<file path="config.mk">
export PLATFORM = sky130hd
export DESIGN_NAME = ymodem_crc_receiver
export DESIGN_NICKNAME = d
export VERILOG_FILES = /design/src/ymcr_pkg.sv /design/src/ymcr_core.sv /design/src/ymcr_outq.sv /design/src/ymodem_crc_receiver.sv
export SDC_FILE = /design/constraint.sdc
export NUM_CORES = 1
export LEC_CHECK = 0
export CAP_MARGIN = 20
export CORE_MARGIN = 10
export CORE_UTILIZATION = 59
export DETAILED_ROUTE_END_ITERATION = 10
export DONT_BUFFER_PORTS = 1
export GPL_ROUTABILITY_DRIVEN = 1
export PLACE_DENSITY = 0.78
export SLEW_MARGIN = 0
export SYNTH_ARGS = -nofsm -noshare
export SYNTH_HDL_FRONTEND = slang
export SYNTH_HIERARCHICAL = 1
export SYNTH_SLANG_ARGS = --single-unit
</file>
<file path="constraint.sdc">
create_clock -name clock -period 7.2 [get_ports clock]
set_clock_uncertainty 0.2 [all_clocks]
set_input_delay 1.08 -clock clock [delete_from_list [all_inputs] [get_ports clock]]
set_output_delay 1.08 -clock clock [all_outputs]
set_load 0.1 [all_outputs]
</file>
<file path="src/ymcr_pkg.sv">
`timescale 1ns / 1ps

package ymcr_pkg;

   // Protocol characters.
   localparam logic [7:0] CH_C   = 8'h43;
   localparam logic [7:0] CH_ACK = 8'h06;
   localparam logic [7:0] CH_NAK = 8'h15;
   localparam logic [7:0] CH_SOH = 8'h01;
   localparam logic [7:0] CH_STX = 8'h02;
   localparam logic [7:0] CH_EOT = 8'h04;
   localparam logic [7:0] CH_CA  = 8'h18;
   localparam logic [7:0] CH_UA  = 8'h41;
   localparam logic [7:0] CH_LA  = 8'h61;

   // Session end codes.
   localparam logic [1:0] END_FINISHED   = 2'd0;
   localparam logic [1:0] END_CANCELLED  = 2'd1;
   localparam logic [1:0] END_UNEXPECTED = 2'd2;
   localparam logic [1:0] END_BAD_SEQ    = 2'd3;

   // Packet verdicts.
   localparam logic [1:0] VERDICT_NONE = 2'd0;
   localparam logic [1:0] VERDICT_GOOD = 2'd1;
   localparam logic [1:0] VERDICT_BAD  = 2'd2;

   localparam logic [30:0] FILE_SIZE_MAX = 31'h7FFF_FFFF;
   localparam logic [15:0] CRC_POLY      = 16'h1021;

   typedef struct packed {
      logic        tx_valid;
      logic [7:0]  tx_byte;
      logic        pay_valid;
      logic [7:0]  pay_byte;
      logic [1:0]  verdict;
      logic        done_res;
      logic [1:0]  end_code;
      logic [30:0] file_size;
      logic        last;
   } rsp_item_type;

   // CRC-16/XMODEM update by one byte, MSB first.
   function automatic logic [15:0] crc_byte(input logic [15:0] crc, input logic [7:0] data);
      logic [15:0] c;
      c = crc ^ {data, 8'h00};
      for (int k = 0; k < 8; k++) begin
         c = c[15] ? ({c[14:0], 1'b0} ^ CRC_POLY) : {c[14:0], 1'b0};
      end
      return c;
   endfunction

endpackage

</file>
<file path="src/ymcr_core.sv">
`timescale 1ns / 1ps

module ymcr_core (
   input  logic                  clock,
   input  logic                  reset,
   input  logic                  fire,
   input  logic                  func,
   input  logic [7:0]            rx_byte,
   output logic [1:0]            res_count,
   output ymcr_pkg::rsp_item_type res0,
   output ymcr_pkg::rsp_item_type res1
);
   import ymcr_pkg::*;

   typedef enum logic [6:0] {
      PH_START = 7'b0000001,
      PH_HEAD  = 7'b0000010,
      PH_DWAIT = 7'b0000100,
      PH_DATA  = 7'b0001000,
      PH_EWAIT = 7'b0010000,
      PH_EHEAD = 7'b0100000,
      PH_DONE  = 7'b1000000
   } phase_type;

   localparam logic [1:0] SP_NAME  = 2'd0;
   localparam logic [1:0] SP_DIGIT = 2'd1;
   localparam logic [1:0] SP_END   = 2'd2;

   localparam logic [10:0] HDR_CRC_HI   = 11'd130;
   localparam logic [10:0] SHORT_CRC_HI = 11'd130;
   localparam logic [10:0] LONG_CRC_HI  = 11'd1026;

   phase_type   phase_ff, phase_in;
   logic [10:0] pos_ff, pos_in;
   logic        long_ff, long_in;
   logic [15:0] crc_ff, crc_in;
   logic [7:0]  crch_ff, crch_in;
   logic [30:0] size_ff, size_in;
   logic [1:0]  mode_ff, mode_in;
   logic [1:0]  end_ff, end_in;

   logic [10:0] pos_inc;
   logic [15:0] crc_next;
   logic        crc_ok;
   logic [10:0] data_crc_hi;
   logic        is_digit;
   logic [3:0]  digit;
   logic [30:0] size_limit;
   logic [33:0] size_mul;
   logic [30:0] size_digit;

   logic        r0_txv;
   logic [7:0]  r0_txb;
   logic        r0_pv;
   logic [7:0]  r0_pb;
   logic [1:0]  r0_verdict;

   assign pos_inc     = pos_ff + 11'd1;
   assign crc_next    = crc_byte(crc_ff, rx_byte);
   assign crc_ok      = (crc_ff == {crch_ff, rx_byte});
   assign data_crc_hi = long_ff ? LONG_CRC_HI : SHORT_CRC_HI;

   // Decimal accumulate with saturation; the limit is (max - digit) / 10.
   assign is_digit   = (rx_byte >= 8'h30) && (rx_byte <= 8'h39);
   assign digit      = rx_byte[3:0];
   assign size_limit = (digit >= 4'd8) ? 31'd214748363 : 31'd214748364;
   assign size_mul   = {size_ff, 3'b000} + {2'b00, size_ff, 1'b0} + {30'd0, digit};
   assign size_digit = (size_ff > size_limit) ? FILE_SIZE_MAX : size_mul[30:0];

   always_comb begin
      phase_in   = phase_ff;
      pos_in     = pos_ff;
      long_in    = long_ff;
      crc_in     = crc_ff;
      crch_in    = crch_ff;
      size_in    = size_ff;
      mode_in    = mode_ff;
      end_in     = end_ff;
      res_count  = 2'd0;
      r0_txv     = 1'b0;
      r0_txb     = 8'h00;
      r0_pv      = 1'b0;
      r0_pb      = 8'h00;
      r0_verdict = VERDICT_NONE;

      if (fire && (phase_ff != PH_DONE)) begin
         if (func) begin
            if (phase_ff == PH_START) begin
               res_count = 2'd1;
               r0_txv    = 1'b1;
               r0_txb    = CH_C;
            end
         end else begin
            case (phase_ff)
               PH_START: begin
                  if (rx_byte == CH_SOH) begin
                     phase_in = PH_HEAD;
                     pos_in   = 11'd0;
                     crc_in   = 16'h0000;
                     size_in  = 31'd0;
                     mode_in  = SP_NAME;
                  end else begin
                     res_count = 2'd1;
                     r0_txv    = 1'b1;
                     r0_txb    = CH_C;
                  end
               end
               PH_HEAD, PH_EHEAD: begin
                  pos_in = pos_inc;
                  if (pos_ff == 11'd0) begin
                     if (rx_byte != 8'h00) begin
                        end_in    = END_BAD_SEQ;
                        phase_in  = PH_DONE;
                        res_count = 2'd1;
                     end
                  end else if (pos_ff == 11'd1) begin
                     if (rx_byte != 8'hFF) begin
                        end_in    = END_BAD_SEQ;
                        phase_in  = PH_DONE;
                        res_count = 2'd1;
                     end
                  end else if (pos_ff < HDR_CRC_HI) begin
                     crc_in = crc_next;
                     // The file size is only taken from the opening header.
                     if (phase_ff == PH_HEAD) begin
                        if (mode_ff == SP_NAME) begin
                           if (rx_byte == 8'h00) begin
                              mode_in = SP_DIGIT;
                           end
                        end else if (mode_ff == SP_DIGIT) begin
                           if (is_digit) begin
                              size_in = size_digit;
                           end else begin
                              mode_in = SP_END;
                           end
                        end
                     end
                  end else if (pos_ff == HDR_CRC_HI) begin
                     crch_in = rx_byte;
                  end else begin
                     pos_in = 11'd0;
                     r0_txv = 1'b1;
                     if (phase_ff == PH_HEAD) begin
                        // Opening header CRC is not checked.
                        phase_in  = PH_DWAIT;
                        res_count = 2'd2;
                        r0_txb    = CH_ACK;
                     end else if (crc_ok) begin
                        end_in    = END_FINISHED;
                        phase_in  = PH_DONE;
                        res_count = 2'd1;
                        r0_txb    = CH_ACK;
                     end else begin
                        phase_in  = PH_EWAIT;
                        res_count = 2'd2;
                        r0_txb    = CH_NAK;
                     end
                  end
               end
               PH_DWAIT: begin
                  if ((rx_byte == CH_SOH) || (rx_byte == CH_STX)) begin
                     long_in  = (rx_byte == CH_STX);
                     phase_in = PH_DATA;
                     pos_in   = 11'd0;
                     crc_in   = 16'h0000;
                  end else if (rx_byte == CH_EOT) begin
                     phase_in  = PH_EWAIT;
                     res_count = 2'd2;
                     r0_txv    = 1'b1;
                     r0_txb    = CH_ACK;
                  end else if ((rx_byte == CH_CA) || (rx_byte == CH_UA) ||
                               (rx_byte == CH_LA)) begin
                     end_in    = END_CANCELLED;
                     phase_in  = PH_DONE;
                     res_count = 2'd1;
                  end else begin
                     end_in    = END_UNEXPECTED;
                     phase_in  = PH_DONE;
                     res_count = 2'd1;
                  end
               end
               PH_DATA: begin
                  pos_in = pos_inc;
                  if (pos_ff < 11'd2) begin
                     // Sequence and complement bytes are skipped.
                  end else if (pos_ff < data_crc_hi) begin
                     crc_in    = crc_next;
                     res_count = 2'd1;
                     r0_pv     = 1'b1;
                     r0_pb     = rx_byte;
                  end else if (pos_ff == data_crc_hi) begin
                     crch_in = rx_byte;
                  end else begin
                     pos_in     = 11'd0;
                     phase_in   = PH_DWAIT;
                     res_count  = 2'd1;
                     r0_txv     = 1'b1;
                     r0_txb     = crc_ok ? CH_ACK : CH_NAK;
                     r0_verdict = crc_ok ? VERDICT_GOOD : VERDICT_BAD;
                  end
               end
               PH_EWAIT: begin
                  if (rx_byte == CH_SOH) begin
                     phase_in = PH_EHEAD;
                     pos_in   = 11'd0;
                     crc_in   = 16'h0000;
                  end else begin
                     end_in    = END_UNEXPECTED;
                     phase_in  = PH_DONE;
                     res_count = 2'd1;
                  end
               end
               default: begin
                  phase_in = PH_DONE;
               end
            endcase
         end
      end
   end

   // Status fields reflect the state after this item.
   always_comb begin
      res0.tx_valid  = r0_txv;
      res0.tx_byte   = r0_txb;
      res0.pay_valid = r0_pv;
      res0.pay_byte  = r0_pb;
      res0.verdict   = r0_verdict;
      res0.done_res  = (phase_in == PH_DONE);
      res0.end_code  = end_in;
      res0.file_size = size_in;
      res0.last      = (res_count == 2'd1);

      // A second result is always the 'C' that asks for the next packet.
      res1           = res0;
      res1.tx_valid  = 1'b1;
      res1.tx_byte   = CH_C;
      res1.pay_valid = 1'b0;
      res1.pay_byte  = 8'h00;
      res1.verdict   = VERDICT_NONE;
      res1.last      = 1'b1;
   end

   always_ff @(posedge clock) begin
      if (reset) begin
         phase_ff <= PH_START;
         pos_ff   <= 11'd0;
         long_ff  <= 1'b0;
         crc_ff   <= 16'h0000;
         crch_ff  <= 8'h00;
         size_ff  <= 31'd0;
         mode_ff  <= SP_NAME;
         end_ff   <= END_FINISHED;
      end else begin
         phase_ff <= phase_in;
         pos_ff   <= pos_in;
         long_ff  <= long_in;
         crc_ff   <= crc_in;
         crch_ff  <= crch_in;
         size_ff  <= size_in;
         mode_ff  <= mode_in;
         end_ff   <= end_in;
      end
   end

   a_done_silent: assert property (@(posedge clock) disable iff (reset)
      (phase_ff == PH_DONE) |-> (res_count == 2'd0))
      else $error("result produced after session end");

   a_verdict_with_reply: assert property (@(posedge clock) disable iff (reset)
      (res_count != 2'd0 && res0.verdict != VERDICT_NONE) |-> res0.tx_valid)
      else $error("packet verdict without ACK or NAK");

   a_pair_is_reply: assert property (@(posedge clock) disable iff (reset)
      (res_count == 2'd2) |-> (res0.tx_valid && !res0.pay_valid && !res0.done_res))
      else $error("paired result without leading reply");

endmodule

</file>
<file path="src/ymcr_outq.sv">
`timescale 1ns / 1ps

module ymcr_outq (
   input  logic                  clock,
   input  logic                  reset,
   input  logic [1:0]            push_count,
   input  ymcr_pkg::rsp_item_type push0,
   input  ymcr_pkg::rsp_item_type push1,
   output logic                  room,
   output logic                  out_valid,
   input  logic                  out_ready,
   output ymcr_pkg::rsp_item_type out_item
);
   import ymcr_pkg::*;

   rsp_item_type entry_ff [4];
   logic [1:0]   head_ff, head_in;
   logic [1:0]   tail_ff, tail_in;
   logic [2:0]   count_ff, count_in;
   logic         pop;
   logic [1:0]   tail_next;

   assign out_valid = (count_ff != 3'd0);
   assign out_item  = entry_ff[head_ff];
   assign pop       = out_valid && out_ready;
   // Space for the two results that one item can cause.
   assign room      = (count_ff <= 3'd2);
   assign tail_next = tail_ff + 2'd1;

   always_comb begin
      head_in  = head_ff + {1'b0, pop};
      tail_in  = tail_ff + push_count;
      count_in = count_ff + {1'b0, push_count} - {2'b00, pop};
   end

   always_ff @(posedge clock) begin
      if (push_count != 2'd0) begin
         entry_ff[tail_ff] <= push0;
      end
      if (push_count == 2'd2) begin
         entry_ff[tail_next] <= push1;
      end
   end

   always_ff @(posedge clock) begin
      if (reset) begin
         head_ff  <= 2'd0;
         tail_ff  <= 2'd0;
         count_ff <= 3'd0;
      end else begin
         head_ff  <= head_in;
         tail_ff  <= tail_in;
         count_ff <= count_in;
      end
   end

   a_no_overflow: assert property (@(posedge clock) disable iff (reset)
      (push_count != 2'd0) |-> room)
      else $error("result queue written without room");

   a_count_bound: assert property (@(posedge clock) disable iff (reset)
      count_ff <= 3'd4)
      else $error("result queue count out of range");

   a_ptr_gap: assert property (@(posedge clock) disable iff (reset)
      (count_ff[1:0] == (tail_ff - head_ff)))
      else $error("result queue pointers disagree with count");

endmodule

</file>
<file path="src/ymodem_crc_receiver.sv">
`timescale 1ns / 1ps

// YMODEM-CRC receive protocol engine. Each input item is either one byte
// from the sender (req_tuser low, byte in req_tdata) or a notice that the
// receive wait timed out (req_tuser high). Each item causes zero, one or
// two result items on the rsp_ channel: a reply byte to send ('C', ACK or
// NAK), a pending payload byte of the current data packet, a commit or
// discard verdict at packet end, plus the session status and the file size
// decoded from the opening header. rsp_tlast marks the final result of an
// input item; items that cause nothing produce no result.
// An accepted input item is held in an input register and is processed
// once the result queue has room for its results, which are written into
// the queue and offered from there. One input item is taken every cycle as
// long as the four-entry result queue holds at most two items, so
// throughput is one item per cycle while the result side keeps up; the
// queue output rate (one result per cycle) is the limit when items cause
// two results.
// Reset clears the protocol state to the start phase and empties the
// queue. When the result side stalls, results wait in the queue; the input
// side stops accepting while its held item waits for queue room.
module ymodem_crc_receiver (
   input  logic        clock,
   input  logic        reset,
   input  logic        req_tvalid,
   output logic        req_tready,
   input  logic [7:0]  req_tdata,   // [7:0] rx_byte
   input  logic        req_tuser,   // [0] func
   output logic        rsp_tvalid,
   input  logic        rsp_tready,
   // [0] tx_valid, [8:1] tx_byte, [9] pay_valid, [17:10] pay_byte,
   // [19:18] verdict, [20] done_res, [22:21] end_code,
   // [53:23] file_size, [55:54] zero
   output logic [55:0] rsp_tdata,
   output logic        rsp_tlast
);
   import ymcr_pkg::*;

   logic         in_valid_ff, in_valid_in;
   logic         in_func_ff;
   logic [7:0]   in_byte_ff;
   logic         fire;
   logic         room;
   logic [1:0]   res_count;
   logic [1:0]   push_count;
   rsp_item_type res0;
   rsp_item_type res1;
   rsp_item_type out_item;

   // The held item is processed once the queue has room for its results.
   assign fire        = in_valid_ff && room;
   assign req_tready  = !in_valid_ff || fire;
   assign in_valid_in = (req_tvalid && req_tready) || (in_valid_ff && !fire);
   assign push_count  = fire ? res_count : 2'd0;

   always_ff @(posedge clock) begin
      if (reset) begin
         in_valid_ff <= 1'b0;
      end else begin
         in_valid_ff <= in_valid_in;
      end
   end

   always_ff @(posedge clock) begin
      if (req_tvalid && req_tready) begin
         in_func_ff <= req_tuser;
         in_byte_ff <= req_tdata;
      end
   end

   ymcr_core u_core (
      .clock     (clock),
      .reset     (reset),
      .fire      (fire),
      .func      (in_func_ff),
      .rx_byte   (in_byte_ff),
      .res_count (res_count),
      .res0      (res0),
      .res1      (res1)
   );

   ymcr_outq u_outq (
      .clock      (clock),
      .reset      (reset),
      .push_count (push_count),
      .push0      (res0),
      .push1      (res1),
      .room       (room),
      .out_valid  (rsp_tvalid),
      .out_ready  (rsp_tready),
      .out_item   (out_item)
   );

   assign rsp_tdata = {2'b00, out_item.file_size, out_item.end_code, out_item.done_res,
                       out_item.verdict, out_item.pay_byte, out_item.pay_valid,
                       out_item.tx_byte, out_item.tx_valid};
   assign rsp_tlast = out_item.last;

endmodule
</file>
---- Yosys cells after proc, flatten, opt, wreduce, memory -nomap -nowiden ----
Memories as Yosys holds them, arrays and structs flattened. A register that Yosys moved wholly into a read port is not among the register bits.
Index checks and enable logic that the tools add are counted.
storage, ports and cells
  bits in registers ....................... 95
  latch bits .............................. 0
  RAM bits ................................ 220
  ROM bits ................................ 0
  input port bits ......................... 13
  output and inout bits ................... 59
  word-level logic and storage cells ...... 269
  memories kept ........................... 1
memory list
  memory           words  bits a word  rd ports  clocked after memory_dff  write ports  RTL line         text
  u_outq.entry_ff  4      55           1         1                         2            ymcr_outq.sv:16  rsp_item_type entry_ff [4];
cells by class
  add/sub/neg operators ................... 8
  $mul .................................... 0
  divide/modulo/power cells ............... 0
  magnitude comparators ................... 8
  equality and inequality tests ........... 38
  shifts and indexed selects .............. 0
  muxes and demuxes ....................... 161
  bitwise logic cells ..................... 10
  reduce and logical (&&, ||, !) cells .... 29
operators by type and width
  kind                                                             count
  31-bit two-way mux                                               11
  8-bit two-way mux                                                22
  7-bit two-way mux                                                19
  16-bit two-way mux                                               7
  11-bit two-way mux                                               10
  13-bit two-way mux                                               8
  2-bit two-way mux                                                43
  16-bit one-hot mux with 4 select lines                           1
  31-bit one-hot mux with 2 select lines                           1
  11-bit one-hot mux with 4 select lines                           1
  7-bit one-hot mux with 5 select lines                            1
  8-bit one-hot mux with 4 select lines                            1
  31-bit adder                                                     1
  31-bit by 4-bit adder with 31-bit output                         1
  31-bit by 28-bit > comparator with 1-bit output                  1
  1-bit two-way mux                                                27
  3-bit NOT                                                        8
  10-bit AND reduction                                             2
  16-bit == test                                                   1
  8-bit by 7-bit == test with 1-bit output, second input constant  2
  8-bit one-hot mux with 2 select lines                            1
  16-bit XOR                                                       1
  2-bit by 1-bit != test with 1-bit output, second input constant  7
  2-bit != test, second input constant                             6
  54 further kinds                                                 71

---- Logic depth before layout (Yosys ltp) ----
  word-level depth ........................ 21
  gate-level depth with buffers ........... 16
  mapped depth without buffers ............ 15

---- Hierarchy ----
Netlist, hierarchy kept.
modules (own cells, without submodules)
  module               instances  cells each  area each (µm²)  sequential area each (µm²)
  ymcr_outq            1          577         11040.6          6746.5
  ymcr_core            1          984         7402.1           1561.5
  ymodem_crc_receiver  1          20          366.6            290.3

---- Least setup slack after synthesis ----
OpenSTA, ideal clock, no wires.
  kind .................................... register to register
  from .................................... register u_core.phase_ff[2]
  to ...................................... memory u_outq/entry_ff[0][0] in the netlist's numbering (enable)
  library setup time ...................... 0.544 ns
  arrival time ............................ 6.327 ns
  data required time ...................... 6.456 ns
  path slack .............................. 0.130 ns
  cell stages (with the launch flop) ...... 13
  path buffers ............................ 1
  period minus slack after synthesis ...... 7.070 ns
  path through ............................ dfxtp_1 clkbuf_1 or3b_2 nor2_1 inv_1 o21ai_0 nand2_1 nand3_1 o21ai_0 a221oi_1 and3_2 o21bai_1 o21ai_0
RTL lines
  what                    RTL line          text
  from (decl)             ymcr_core.sv:33   phase_type phase_ff, phase_in;
  from (signal assigned)  ymcr_core.sv:254  phase_ff <= phase_in;
  to (decl)               ymcr_outq.sv:16

==> impl_metrics.toml <==
[status]
status = "complete, no violations"

[routing]
vias = 12300
drt-initial-drc-count = 1122
drc_errors = 0
wl_microns = 44100
drt_pass1_iterations = 5
vias_per_cell = 6.32
drt.antenna.violating_nets = 0
post_drt_wl_per_cell_microns = 22.7

[logic_synthesis]
ys.flop_type = "edfxtp_1"
ys_ff_latch = 315
ys_async_sr_fraction = 0
synthTopCellsByArea = "edfxtp_1 37%, mux2_2 13%, dfxtp_1 9.2%"
synth-edff-count = 229
ys_warn_count = 6
avgSynthCellArea_sq_um = 11.9
synth.cell_area_sq_um = 18800
ys_types = 91
synth_top_cell_area_share = 0.366
yosys.area.top_type = "edfxtp_1"
yosysSeqAreaShare = 0.457
syn_inst = 1581

[placed_design]
gp_congestion = 0.947
dp_cells = 1882
hpwl_microns = 29600
io_buffers = 0

[final_layout]
drive_gt1_frac = 0.254
final_common_cell = "edfxtp_1"
area_growth_pct = 5.68
num_antenna_cells = 0
final_util = 0.632
layoutNonFillerInstCount = 1947
regArea_sq_um = 8600
num-nets-final = 1602
layout_common_cells = "229 x edfxtp_1, 219 x mux2_2, 104 x nand2_1"
multiInputGateArea_sq_um = 9300
fill_cells = 2309

[clock_tree]
clk_pin_slew_ns = 0.06
cts_max_level = 2
clockBufferDepth = 3
cts-buffers-inserted = 35
cts.repair.resized = 0
post_cts_buffers = 0
cts_root_buffer = "clkbuf_16"
holdBufCountCts = 0
clock_latency_ns = 0.52
cts.sinks = 315
cts_tree = "built"

[timing]
slew_violations = 0
final.min_clock_period_ns = 4.94
hold_violations = 0
finalSetupTns_ns = 0
worst_pin_slew_ns = 1.05
rsz0062_at_grt = "false"
slew_headroom = 0.298
fmax_ghz = 0.202
fin_crit_sh = 0.686
finalSetupViolCount = 0

[worst_setup_path]
cp_max_fo = 10
slowest_delay_ns = 0.59
critPathKind = "reg -> reg"
crit_chain = "inv_1 > fa_1 > inv_1 > ha_1 > a211oi_1 > o31ai_1 > o21ai_0 > a211oi_1 > o21ai_0 > o31ai_1 > mux2i_1 > o221ai_1 > nor2_1 > mux2_2"
crit_path_end_kind = "register"
slowest_stage = "edfxtp_1"
arrival_ns = 5.11
cp_data_required_time_ns = 7.37
r2r_cells = 14
worst_setup_path_start_kind = "register"

[power_and_ir_drop]
clkPwrFrac = 0.362
p_int_mw = 3.35
p_sw_mw = 1.73
switching_share = 0.340
power_mw = 5.08
ir_drop_v = 0.000209
combPwrFrac = 0.241
p_per_area_nw_per_um2 = 256
p_seq_frac = 0.397
leakage_nw = 7.57

[floorplan]
pin_count = 72
core.rowCount = 65
core_sq_um = 31500
die_x_microns = 199
fp.dieH_microns = 199
start_util = 0.598
die-area_sq_um = 39400

[global_route]
grt_pass1_vias = 12000
grt_max_degree = 68
grt-ovfl-total = 0
antenna_found_initial = 0
grt_pass1_wl_microns = 68700
track_usage = 0.222

[hold_path]
hold_depth = 2
hold_class = "reg -> reg"

[flow_run]
maxCapViolCount = 0
==> layout make-up <==
class | count | area share
clock inverter | 15 | 0.00913
multi-input combinational | 1117 | 0.468
inverter | 31 | 0.00585
clock buffer | 49 | 0.0513
timing repair buffer | 18 | 0.00781
sequential | 315 | 0.433
tap | 402 | 0.0253
==> synth_stat cells (17+ instances only) <==
library cell,instances
ha_1,68
o21ai_0,50
mux2_2,219
edfxtp_1,229
xnor2_1,25
buf_4,73
nor2_1,95
a21oi_1,95
buf_2,20
nor2b_1,23
nor4_1,17
nand2_1,104
nor3_1,21
clkbuf_1,30
inv_1,31
xor2_1,48
dfxtp_1,86
nand3_1,41
a21o_1,18
mux4_2,55
==> cells by family after synthesis <==
group / synth area share
AO/OA/AOI/OAI: 0.0879
XOR/XNOR: 0.0364
adder cells (fa/ha/maj): 0.0484
buffers and inverters: 0.0558
flip-flops: 0.457
multiplexers: 0.205
other: 0.000599
AND/OR/NAND/NOR: 0.109
==> registers in the layout (all words and copies together) (netlist names) <==
| name | flops |
|---|---|
| in_byte_ff | 8 |
| in_func_ff | 1 |
| in_valid_ff | 1 |
| u_core/crc_ff | 16 |
| u_core/crch_ff | 8 |
| u_core/end_ff | 2 |
| u_core/long_ff | 1 |
| u_core/mode_ff | 2 |
| u_core/phase_ff | 7 |
| u_core/pos_ff | 11 |
| u_core/size_ff | 31 |
| u_outq/count_ff | 3 |
| u_outq/entry_ff | 220 |
| u_outq/head_ff | 2 |
| u_outq/tail_ff | 2 |
==> power by group through the flow <==
stage               clock network, mW  registers [mW]  logic, mW
floorplan                           0            2.02       1.15
global placement                    0            2.05       1.22
detailed placement                  0            2.06       1.22
CTS                              1.87            2.02       1.23
global route                     1.94            2.02       1.28
finish                           1.84            2.02       1.22
==> metrics by stage <==
stage | hold slack, ns | setup slack, ns | cell area (sq um)
global placement | 0.271 | 2.37 | 18600
global route | 0.295 | 1.88 | 19900
floorplan | 0.245 | 0.130 | 18900
CTS | 0.284 | 2.25 | 19900
detailed placement | 0.276 | 2.27 | 18600
finish | 0.286 | 2.26 | 19900
==> path summary, 6_finish.rpt <==
kind,from,endpoint,slack (ns)
setup / recovery,in_byte_ff[3]$_DFFE_PP_,u_outq/entry_ff[2][30]$_DFFE_PP_,2.26
hold / removal,u_core/crc_ff[15]$_SDFFE_PP0P_,u_core/crc_ff[15]$_SDFFE_PP0P_,0.29
setup reg to reg,in_byte_ff[3]$_DFFE_PP_,u_outq/entry_ff[2][30]$_DFFE_PP_,2.26
hold reg to reg,u_core/crc_ff[15]$_SDFFE_PP0P_,u_core/crc_ff[15]$_SDFFE_PP0P_,0.29
==> routing by layer <==
metal,GRT usage,routed length (microns),vias to the layer above,part of all wire
li1,-,-,5782,-
met5,0,0,-,0
met2,0.357,20700,454,0.47
met3,0.0568,3690,72,0.084
met1,0.295,18800,6002,0.43
met4,0.0571,928,0,0.021
==> critical path, delay by kind of cell (launching register included) <==
family | cells | cell delay, ns
AO/OA/AOI/OAI | 7 | 2.08
adder cells (fa/ha/maj) | 2 | 0.86
flip-flops | 1 | 0.59
multiplexers | 2 | 0.44
AND/OR/NAND/NOR | 1 | 0.35
buffers and inverters | 2 | 0.27
(Power assumes the default switching activity.)
